### config.mk
export PLATFORM = sky130hd
export DESIGN_NAME = indexed_doubly_linked_list
export DESIGN_NICKNAME = d
export VERILOG_FILES = /design/src/rtl/idll_pkg.sv /design/src/rtl/indexed_doubly_linked_list.sv
export SDC_FILE = /design/constraint.sdc
export NUM_CORES = 1
export LEC_CHECK = 0
export BUFFER_PORTS_ARGS = -buffer_cell sky130_fd_sc_hd__buf_4
export CORE_MARGIN = 2
export CORE_UTILIZATION = 40
export DETAILED_ROUTE_END_ITERATION = 6
export GPL_TIMING_DRIVEN = 0
export SLEW_MARGIN = 20
export SYNTH_ARGS = -nofsm -noshare
export SYNTH_HDL_FRONTEND = slang
export SYNTH_SLANG_ARGS = --single-unit
### constraint.sdc
create_clock -name i_clk -period 3.3 [get_ports i_clk]
set_input_delay 0.495 -clock i_clk [delete_from_list [all_inputs] [get_ports i_clk]]
set_output_delay 0.495 -clock i_clk [all_outputs]
set_load 0.05 [all_outputs]
### src/rtl/idll_pkg.sv
package idll_pkg;

    // Sizes of the slot tables and of the stored keys.
    localparam int SLOTS     = 16;
    localparam int KEY_BITS  = 16;
    localparam int SLOT_BITS = (SLOTS > 1) ? $clog2(SLOTS) : 1;
    localparam int LINK_BITS = $clog2(SLOTS + 1);

    typedef logic [KEY_BITS-1:0]  t_key;
    typedef logic [SLOT_BITS-1:0] t_slot;
    typedef logic [LINK_BITS-1:0] t_link;

    // A link equal to the slot count means no slot.
    localparam t_link NULL_LINK = LINK_BITS'(SLOTS);

    // Request actions.
    localparam logic ACT_INSERT = 1'b0;
    localparam logic ACT_REMOVE = 1'b1;

    // Result status codes.
    localparam logic [1:0] STATUS_DONE      = 2'd0;
    localparam logic [1:0] STATUS_FULL      = 2'd1;
    localparam logic [1:0] STATUS_NOT_FOUND = 2'd2;

    typedef struct packed {
        logic        action;
        logic [15:0] key_value;
    } t_req;

    typedef struct packed {
        logic [1:0] status;
        logic [3:0] slot;
    } t_rsp;

    // True when a link names a real slot.
    function automatic logic is_slot(t_link l);
        return l < NULL_LINK;
    endfunction

endpackage

### src/rtl/indexed_doubly_linked_list.sv
// Insert: reads the free pool, claims the slot and stores the key (ST_POOL_RD), then
// links it behind the old tail when the list is not empty (ST_INS_TAIL); an insert is
// rejected without a pool read when the pool is empty. Remove walks the list from the
// head, one synchronous next-link memory read per entry visited. The result waits in
// ST_RESP until the output register is free; a new request is taken once it is registered.
// Reset is synchronous and active low: empty list, pool position i holds slot i,
// tracked by per-position flags, so no clearing pass is needed.
module indexed_doubly_linked_list (
    input  logic          i_clk,
    input  logic          i_rst_n,
    input  logic          i_in_valid,
    output logic          o_in_ready,
    input  idll_pkg::t_req i_in_data,
    output logic          o_out_valid,
    input  logic          i_out_ready,
    output idll_pkg::t_rsp o_out_data
);
    import idll_pkg::*;

    typedef enum logic [2:0] {
        ST_IDLE,
        ST_POOL_RD,
        ST_INS_TAIL,
        ST_WALK,
        ST_RESP
    } t_state;

    // Control and result registers.
    t_state             r_state, n_state;
    t_key               r_key, n_key;
    t_slot              r_pos, n_pos;
    t_slot              r_slot, n_slot;
    t_link              r_head, n_head;
    t_link              r_tail, n_tail;
    logic [SLOTS-1:0]   r_pool_occ, n_pool_occ;
    logic [SLOTS-1:0]   r_pool_wr, n_pool_wr;
    logic [1:0]         r_res_status, n_res_status;
    t_slot              r_res_slot, n_res_slot;
    logic               r_out_valid, n_out_valid;
    t_rsp               r_out_data, n_out_data;

    // Slot tables and free pool.
    t_key               r_key_mem  [SLOTS];
    t_link              r_next_mem [SLOTS];
    t_link              r_prev_mem [SLOTS];
    t_slot              r_pool_mem [SLOTS];
    t_key               r_key_rdata;
    t_link              r_next_rdata;
    t_link              r_prev_rdata;
    t_slot              r_pool_rdata;

    // Memory port controls.
    logic               list_rd_en;
    t_slot              list_rd_addr;
    logic               pool_rd_en;
    logic               key_we;
    logic               next_we;
    t_slot              next_waddr;
    t_link              next_wdata;
    logic               prev_we;
    t_slot              prev_waddr;
    t_link              prev_wdata;
    logic               pool_we;
    t_slot              pool_waddr;

    // Helper values.
    t_slot              new_slot;
    t_slot              full_pos;
    t_slot              empty_pos;
    t_link              nx_clean;
    t_link              pv_clean;

    // Lowest set bit of a flag vector.
    function automatic t_slot lowest_set(logic [SLOTS-1:0] v);
        t_slot r;
        r = '0;
        for (int i = SLOTS - 1; i >= 0; i--) begin
            if (v[i]) begin
                r = SLOT_BITS'(i);
            end
        end
        return r;
    endfunction

    assign o_in_ready  = (r_state == ST_IDLE);
    assign o_out_valid = r_out_valid;
    assign o_out_data  = r_out_data;

    // A pool position never written since reset holds its own index.
    assign new_slot  = r_pool_wr[r_pos] ? r_pool_rdata : r_pos;
    assign full_pos  = lowest_set(r_pool_occ);
    assign empty_pos = lowest_set(~r_pool_occ);
    assign nx_clean  = is_slot(r_next_rdata) ? r_next_rdata : NULL_LINK;
    assign pv_clean  = is_slot(r_prev_rdata) ? r_prev_rdata : NULL_LINK;

    // Next-state logic and memory port control.
    always_comb begin
        n_state      = r_state;
        n_key        = r_key;
        n_pos        = r_pos;
        n_slot       = r_slot;
        n_head       = r_head;
        n_tail       = r_tail;
        n_pool_occ   = r_pool_occ;
        n_pool_wr    = r_pool_wr;
        n_res_status = r_res_status;
        n_res_slot   = r_res_slot;
        n_out_valid  = r_out_valid;
        n_out_data   = r_out_data;
        list_rd_en   = 1'b0;
        list_rd_addr = r_slot;
        pool_rd_en   = 1'b0;
        key_we       = 1'b0;
        next_we      = 1'b0;
        next_waddr   = r_slot;
        next_wdata   = NULL_LINK;
        prev_we      = 1'b0;
        prev_waddr   = r_slot;
        prev_wdata   = NULL_LINK;
        pool_we      = 1'b0;
        pool_waddr   = empty_pos;

        // The taker of the result empties the output register.
        if (r_out_valid && i_out_ready) begin
            n_out_valid = 1'b0;
        end

        unique case (r_state)
            ST_IDLE: begin
                if (i_in_valid) begin
                    n_key = t_key'(i_in_data.key_value);
                    if (i_in_data.action == ACT_INSERT) begin
                        if (r_pool_occ == '0) begin
                            n_res_status = STATUS_FULL;
                            n_res_slot   = '0;
                            n_state      = ST_RESP;
                        end else begin
                            n_pos      = full_pos;
                            pool_rd_en = 1'b1;
                            n_state    = ST_POOL_RD;
                        end
                    end else begin
                        if (!is_slot(r_head)) begin
                            n_res_status = STATUS_NOT_FOUND;
                            n_res_slot   = '0;
                            n_state      = ST_RESP;
                        end else begin
                            list_rd_en   = 1'b1;
                            list_rd_addr = r_head[SLOT_BITS-1:0];
                            n_slot       = r_head[SLOT_BITS-1:0];
                            n_state      = ST_WALK;
                        end
                    end
                end
            end

            // Claim the pooled slot, store the key and set its own links.
            ST_POOL_RD: begin
                key_we            = 1'b1;
                next_we           = 1'b1;
                next_waddr        = new_slot;
                next_wdata        = NULL_LINK;
                prev_we           = 1'b1;
                prev_waddr        = new_slot;
                prev_wdata        = is_slot(r_head) ? r_tail : NULL_LINK;
                n_pool_occ[r_pos] = 1'b0;
                n_slot            = new_slot;
                n_res_status      = STATUS_DONE;
                n_res_slot        = new_slot;
                if (!is_slot(r_head)) begin
                    n_head  = LINK_BITS'(new_slot);
                    n_tail  = LINK_BITS'(new_slot);
                    n_state = ST_RESP;
                end else begin
                    n_state = ST_INS_TAIL;
                end
            end

            // Hook the new slot behind the old tail.
            ST_INS_TAIL: begin
                next_we    = 1'b1;
                next_waddr = r_tail[SLOT_BITS-1:0];
                next_wdata = LINK_BITS'(r_slot);
                n_tail     = LINK_BITS'(r_slot);
                n_state    = ST_RESP;
            end

            // One list entry per cycle: compare, then unlink, follow next or report not found.
            ST_WALK: begin
                if (r_key_rdata == r_key) begin
                    if (!is_slot(r_prev_rdata)) begin
                        n_head = nx_clean;
                    end else begin
                        next_we    = 1'b1;
                        next_waddr = r_prev_rdata[SLOT_BITS-1:0];
                        next_wdata = nx_clean;
                    end
                    if (is_slot(r_next_rdata)) begin
                        prev_we    = 1'b1;
                        prev_waddr = r_next_rdata[SLOT_BITS-1:0];
                        prev_wdata = pv_clean;
                    end else begin
                        n_tail = pv_clean;
                    end
                    if (r_pool_occ != '1) begin
                        pool_we               = 1'b1;
                        n_pool_occ[empty_pos] = 1'b1;
                        n_pool_wr[empty_pos]  = 1'b1;
                    end
                    n_res_status = STATUS_DONE;
                    n_res_slot   = r_slot;
                    n_state      = ST_RESP;
                end else if (is_slot(r_next_rdata)) begin
                    list_rd_en   = 1'b1;
                    list_rd_addr = r_next_rdata[SLOT_BITS-1:0];
                    n_slot       = r_next_rdata[SLOT_BITS-1:0];
                end else begin
                    n_res_status = STATUS_NOT_FOUND;
                    n_res_slot   = '0;
                    n_state      = ST_RESP;
                end
            end

            // Hand the result to the output register once it is free.
            ST_RESP: begin
                if (!r_out_valid || i_out_ready) begin
                    n_out_valid       = 1'b1;
                    n_out_data.status = r_res_status;
                    n_out_data.slot   = 4'(r_res_slot);
                    n_state           = ST_IDLE;
                end
            end

            default: begin
                n_state = ST_IDLE;
            end
        endcase
    end

    // State and registered outputs.
    always_ff @(posedge i_clk) begin
        if (!i_rst_n) begin
            r_state     <= ST_IDLE;
            r_head      <= NULL_LINK;
            r_tail      <= NULL_LINK;
            r_pool_occ  <= '1;
            r_pool_wr   <= '0;
            r_out_valid <= 1'b0;
        end else begin
            r_state     <= n_state;
            r_head      <= n_head;
            r_tail      <= n_tail;
            r_pool_occ  <= n_pool_occ;
            r_pool_wr   <= n_pool_wr;
            r_out_valid <= n_out_valid;
        end
        r_key        <= n_key;
        r_pos        <= n_pos;
        r_slot       <= n_slot;
        r_res_status <= n_res_status;
        r_res_slot   <= n_res_slot;
        r_out_data   <= n_out_data;
    end

    // Key, next and prev tables share one read address.
    always_ff @(posedge i_clk) begin
        if (key_we) begin
            r_key_mem[new_slot] <= r_key;
        end
        if (list_rd_en) begin
            r_key_rdata <= r_key_mem[list_rd_addr];
        end
    end

    always_ff @(posedge i_clk) begin
        if (next_we) begin
            r_next_mem[next_waddr] <= next_wdata;
        end
        if (list_rd_en) begin
            r_next_rdata <= r_next_mem[list_rd_addr];
        end
    end

    always_ff @(posedge i_clk) begin
        if (prev_we) begin
            r_prev_mem[prev_waddr] <= prev_wdata;
        end
        if (list_rd_en) begin
            r_prev_rdata <= r_prev_mem[list_rd_addr];
        end
    end

    // Free pool contents; occupancy lives in the flag registers.
    always_ff @(posedge i_clk) begin
        if (pool_we) begin
            r_pool_mem[pool_waddr] <= r_slot;
        end
        if (pool_rd_en) begin
            r_pool_rdata <= r_pool_mem[full_pos];
        end
    end

endmodule

==> summary.txt <==
Synth
  – Sequential-to-total area share from yosys stat: 0.721
  – Synthesized flop and latch total: 592
  – Syn Nets: between 1,500 and 2,000
  – Synth Cell Area: approximately 0.024 mm2
  – Async S/R FF share, synth: 0
  – Avg Cell Area, Syn: approximately 16 um2
  – Post-synth EDFFs: 546
  – Post-synth top flop: edfxtp_1
  – Synthesis Warnings: 0
  – Post-synth cell types: 60
  – Synth Instances: approximately 1,500

Global route
  – Initial antenna violation count: 0
  – Gr ovfl total: 0
  – First-pass GRT wire length: slightly above 90,000 um
  – Largest net degree at the start of global routing: 27
  – GRT Resource Usage Total: 0.199
  – Vias in the first global route: 14,500

Finish
  – Antenna cells: 0
  – Nets: 1,724
  – Commonest non-fill, non-tap cell in the layout: edfxtp_1
  – Final Instance Count excl. Fillers: between 2,000 and 3,000
  – Layout cells sized above 1: 0.239
  – Most frequent cells in the layout: edfxtp_1 (546), mux2i_1 (244), o22ai_1 (114)
  – Area delta synth->final: 22.6%
  – # fillers: 4,879

CTS
  – Clock sinks: 592
  – CTS max path bufs: 3
  – Clock-pin slew on the worst setup and hold paths: 60 ps
  – TritonCTS clock tree: done
  – CTS root buf: clkbuf_16
  – Worst-skew pair later-pin latency: 630 ps
  – Inserted Clock Buffers: 60
  – H-tree depth: 2

Power
  – Power per cell area: 735 mW/mm2
  – Total power draw: roughly 22 mW
  – VDD IR max: about 470 uV
  – Leakage power: approximately 11 nW

Timing
  – Max-slew violation count: 0
  – Worst-margin pin slew: 1070 ps
  – Headroom to the max-slew limit: 0.284
  – Final Cycle Share: 1.13
  – Tmin final: 3720 ps
  – RSZ-0062 raised after global routing: true
  – Achievable frequency: 0.269 GHz
  – Final setup margin: -421 ps
  – Hold Fails Final Rpt: 0
  – Final setup fails: approximately 230
  – Total Neg Setup Slack: -34,220 ps
  – Worst Skew: approximately 23 ps

Detailed routing
  – Drt wl/cell: 24.9 um
  – Initial DRC Count: 1,397
  – Final ANT Viol Nets: 0
  – DRC viols: 0
  – Vias: 14,400
  – DRT Pass-1 Iters: 7
  – Total wire length: 62,900 um
  – Via-per-instance ratio: approximately 5.7

Min path
  – Worst Hold Depth: 1
  – Min-delay worst type: in -> reg

Worst setup path
  – CP delay by family, top: simple AND/OR/NAND/NOR gates
  – R2R depth: 13
  – CP peak stage delay: 520 ps
  – Crit-path max FO: 10
  – CP required: 3650 ps
  – Critical path depth in cells: 13
  – Critical path type: reg -> reg
  – Endpoint type of the worst setup path: register
  – Slowest cell on crit path: or4_4
  – Buf+Inv Stages, Crit Path: 4
  – CP arrival: about 4100 ps
  – CP Launch Type: register
  – Most frequent CP cell: buf_12
  – Crit-path cells: xnor2_2 > nand4_1 > nor4_4 > buf_4 > nand2b_4 > nor2_4 > a221oi_4 > buf_6 > buf_12 > buf_12 > mux2i_1 > o22ai_2 > or4_4

Floorplanning
  – Core area: just under 0.06 mm2
  – Die area: 0.0620 mm2
  – Chip Height: 249 um
  – Die W: 249 um
  – Top-level I/O count: 29
  – Num rows: 89
  – Initial Utilization: 0.405

Place
  – GPL Wtd Cong: between 0.8 and 0.9
  – Inst Count DP: between 2,000 and 2,500
  – DP HPWL: about 40,000 um
  – Port-buffer cells: 26

Outcome
  – Status: finished, violations left
  – Failing checks: negative setup slack

Run
  – Maxcap violations: 0
## metal layers
metal  GRT usage  share of wire  vias to the layer above
met1       0.278           0.44                     7290
met2       0.315           0.46                      590
met5           0              0                        -
li1            -              -                     6384
met3      0.0372          0.071                      124
met4      0.0661          0.031                        0
## where the power goes
part           switching, mW  internal, mW
Clock                   2.83          3.85
Combinational           3.30          2.72
Sequential             0.262          8.67
Total                   6.39          15.2
## path summary, 6_finish.rpt
kind	from	to	slack, ps
worst max register to register	r_key[11]	r_next_rdata[3]	-420
worst max-delay path	r_key[11]	r_next_rdata[3]	-420
worst min register to register	r_res_status[0]	o_out_data[4]	420
worst min-delay path	i_in_data[9]	r_key[9]	40
## through the flow
stage          hold WS, ps  setup WS [ps]  instance area (um2)  utilization
2_1_floorplan          400           12.1                24000            -
3_3_place_gp           426          -1800                25200        0.425
3_5_place_dp           411          -1680                25400        0.429
4_1_cts               12.7           -319                29100        0.492
5_1_grt               22.2           -441                29400        0.497
6_report              37.5           -421                29400        0.497
## synth_stat cells (all sizes together) (3+ instances only)
library cell  count  area [um2]
o21a             21         158
nand2            49         184
o21ai            30         150
nor2            104         405
a22o              8        70.1
buf              55         335
mux2i           267        2680
a21boi           12        90.1
nand3b            7        52.6
mux4              4        90.1
nor4              5        61.3
and2              6        37.5
or4              27         203
or3               4        25.0
nor3             17        95.1
clkbuf           25        93.8
a21o              4        30.0
nand4             7        43.8
a211o             8        70.1
nand3            14        80.1
mux2              3        33.8
a221oi           10         111
or2               9        56.3
a21oi            17        85.1
dfxtp            46         921
o22ai           121         757
nand2b           22         138
edfxtp          546       16400
inv              17        63.8
xnor2            16         140
nor2b            13        81.3
o211ai           11        82.6
## logic make-up (layout without fill, tap and decap cells)
logic type / count (synthesis) / count (layout) / synth area share
flip-flops: 592 / 592 / 0.721
AND/OR/NAND/NOR: 288 / 288 / 0.0623
multiplexers: 274 / 274 / 0.117
AO/OA/AOI/OAI: 261 / 261 / 0.0738
buffers and inverters: 97 / 320 / 0.0205
XOR/XNOR: 16 / 16 / 0.00583
## repair_timing
item	in CTS	in global routing
hold buffers	0	0
buffers inserted	61	15
pin swaps	39	21
resized for setup	257	51
hold endpoints to repair	0	0
setup endpoints to repair	720	529
gates cloned	6	1
## cell type report
type / count / area, um2 / area share
Multi-Input combinational cell: 839 / 7150 / 0.243
Timing Repair Buffer: 117 / 1230 / 0.0418
Clock buffer: 84 / 1640 / 0.0558
Buffer: 76 / 786 / 0.0267
Tap cell: 773 / 967 / 0.0329
Inverter: 17 / 63.8 / 0.00217
Sequential cell: 592 / 17300 / 0.588
Clock inverter: 26 / 277 / 0.00939
## sequential cells by signal, summed over array words and instances (netlist names), 6 cells and up
| register | cells |
|---|---|
| o_out_data | 6 |
| r_pool_wr | 16 |
| r_prev_mem | 80 |
| r_pool_occ | 16 |
| r_key_mem | 256 |
| r_key_rdata | 16 |
| r_key | 16 |
| r_pool_mem | 64 |
| r_next_mem | 80 |
No activity file was read; power rests on OpenSTA's default activity.
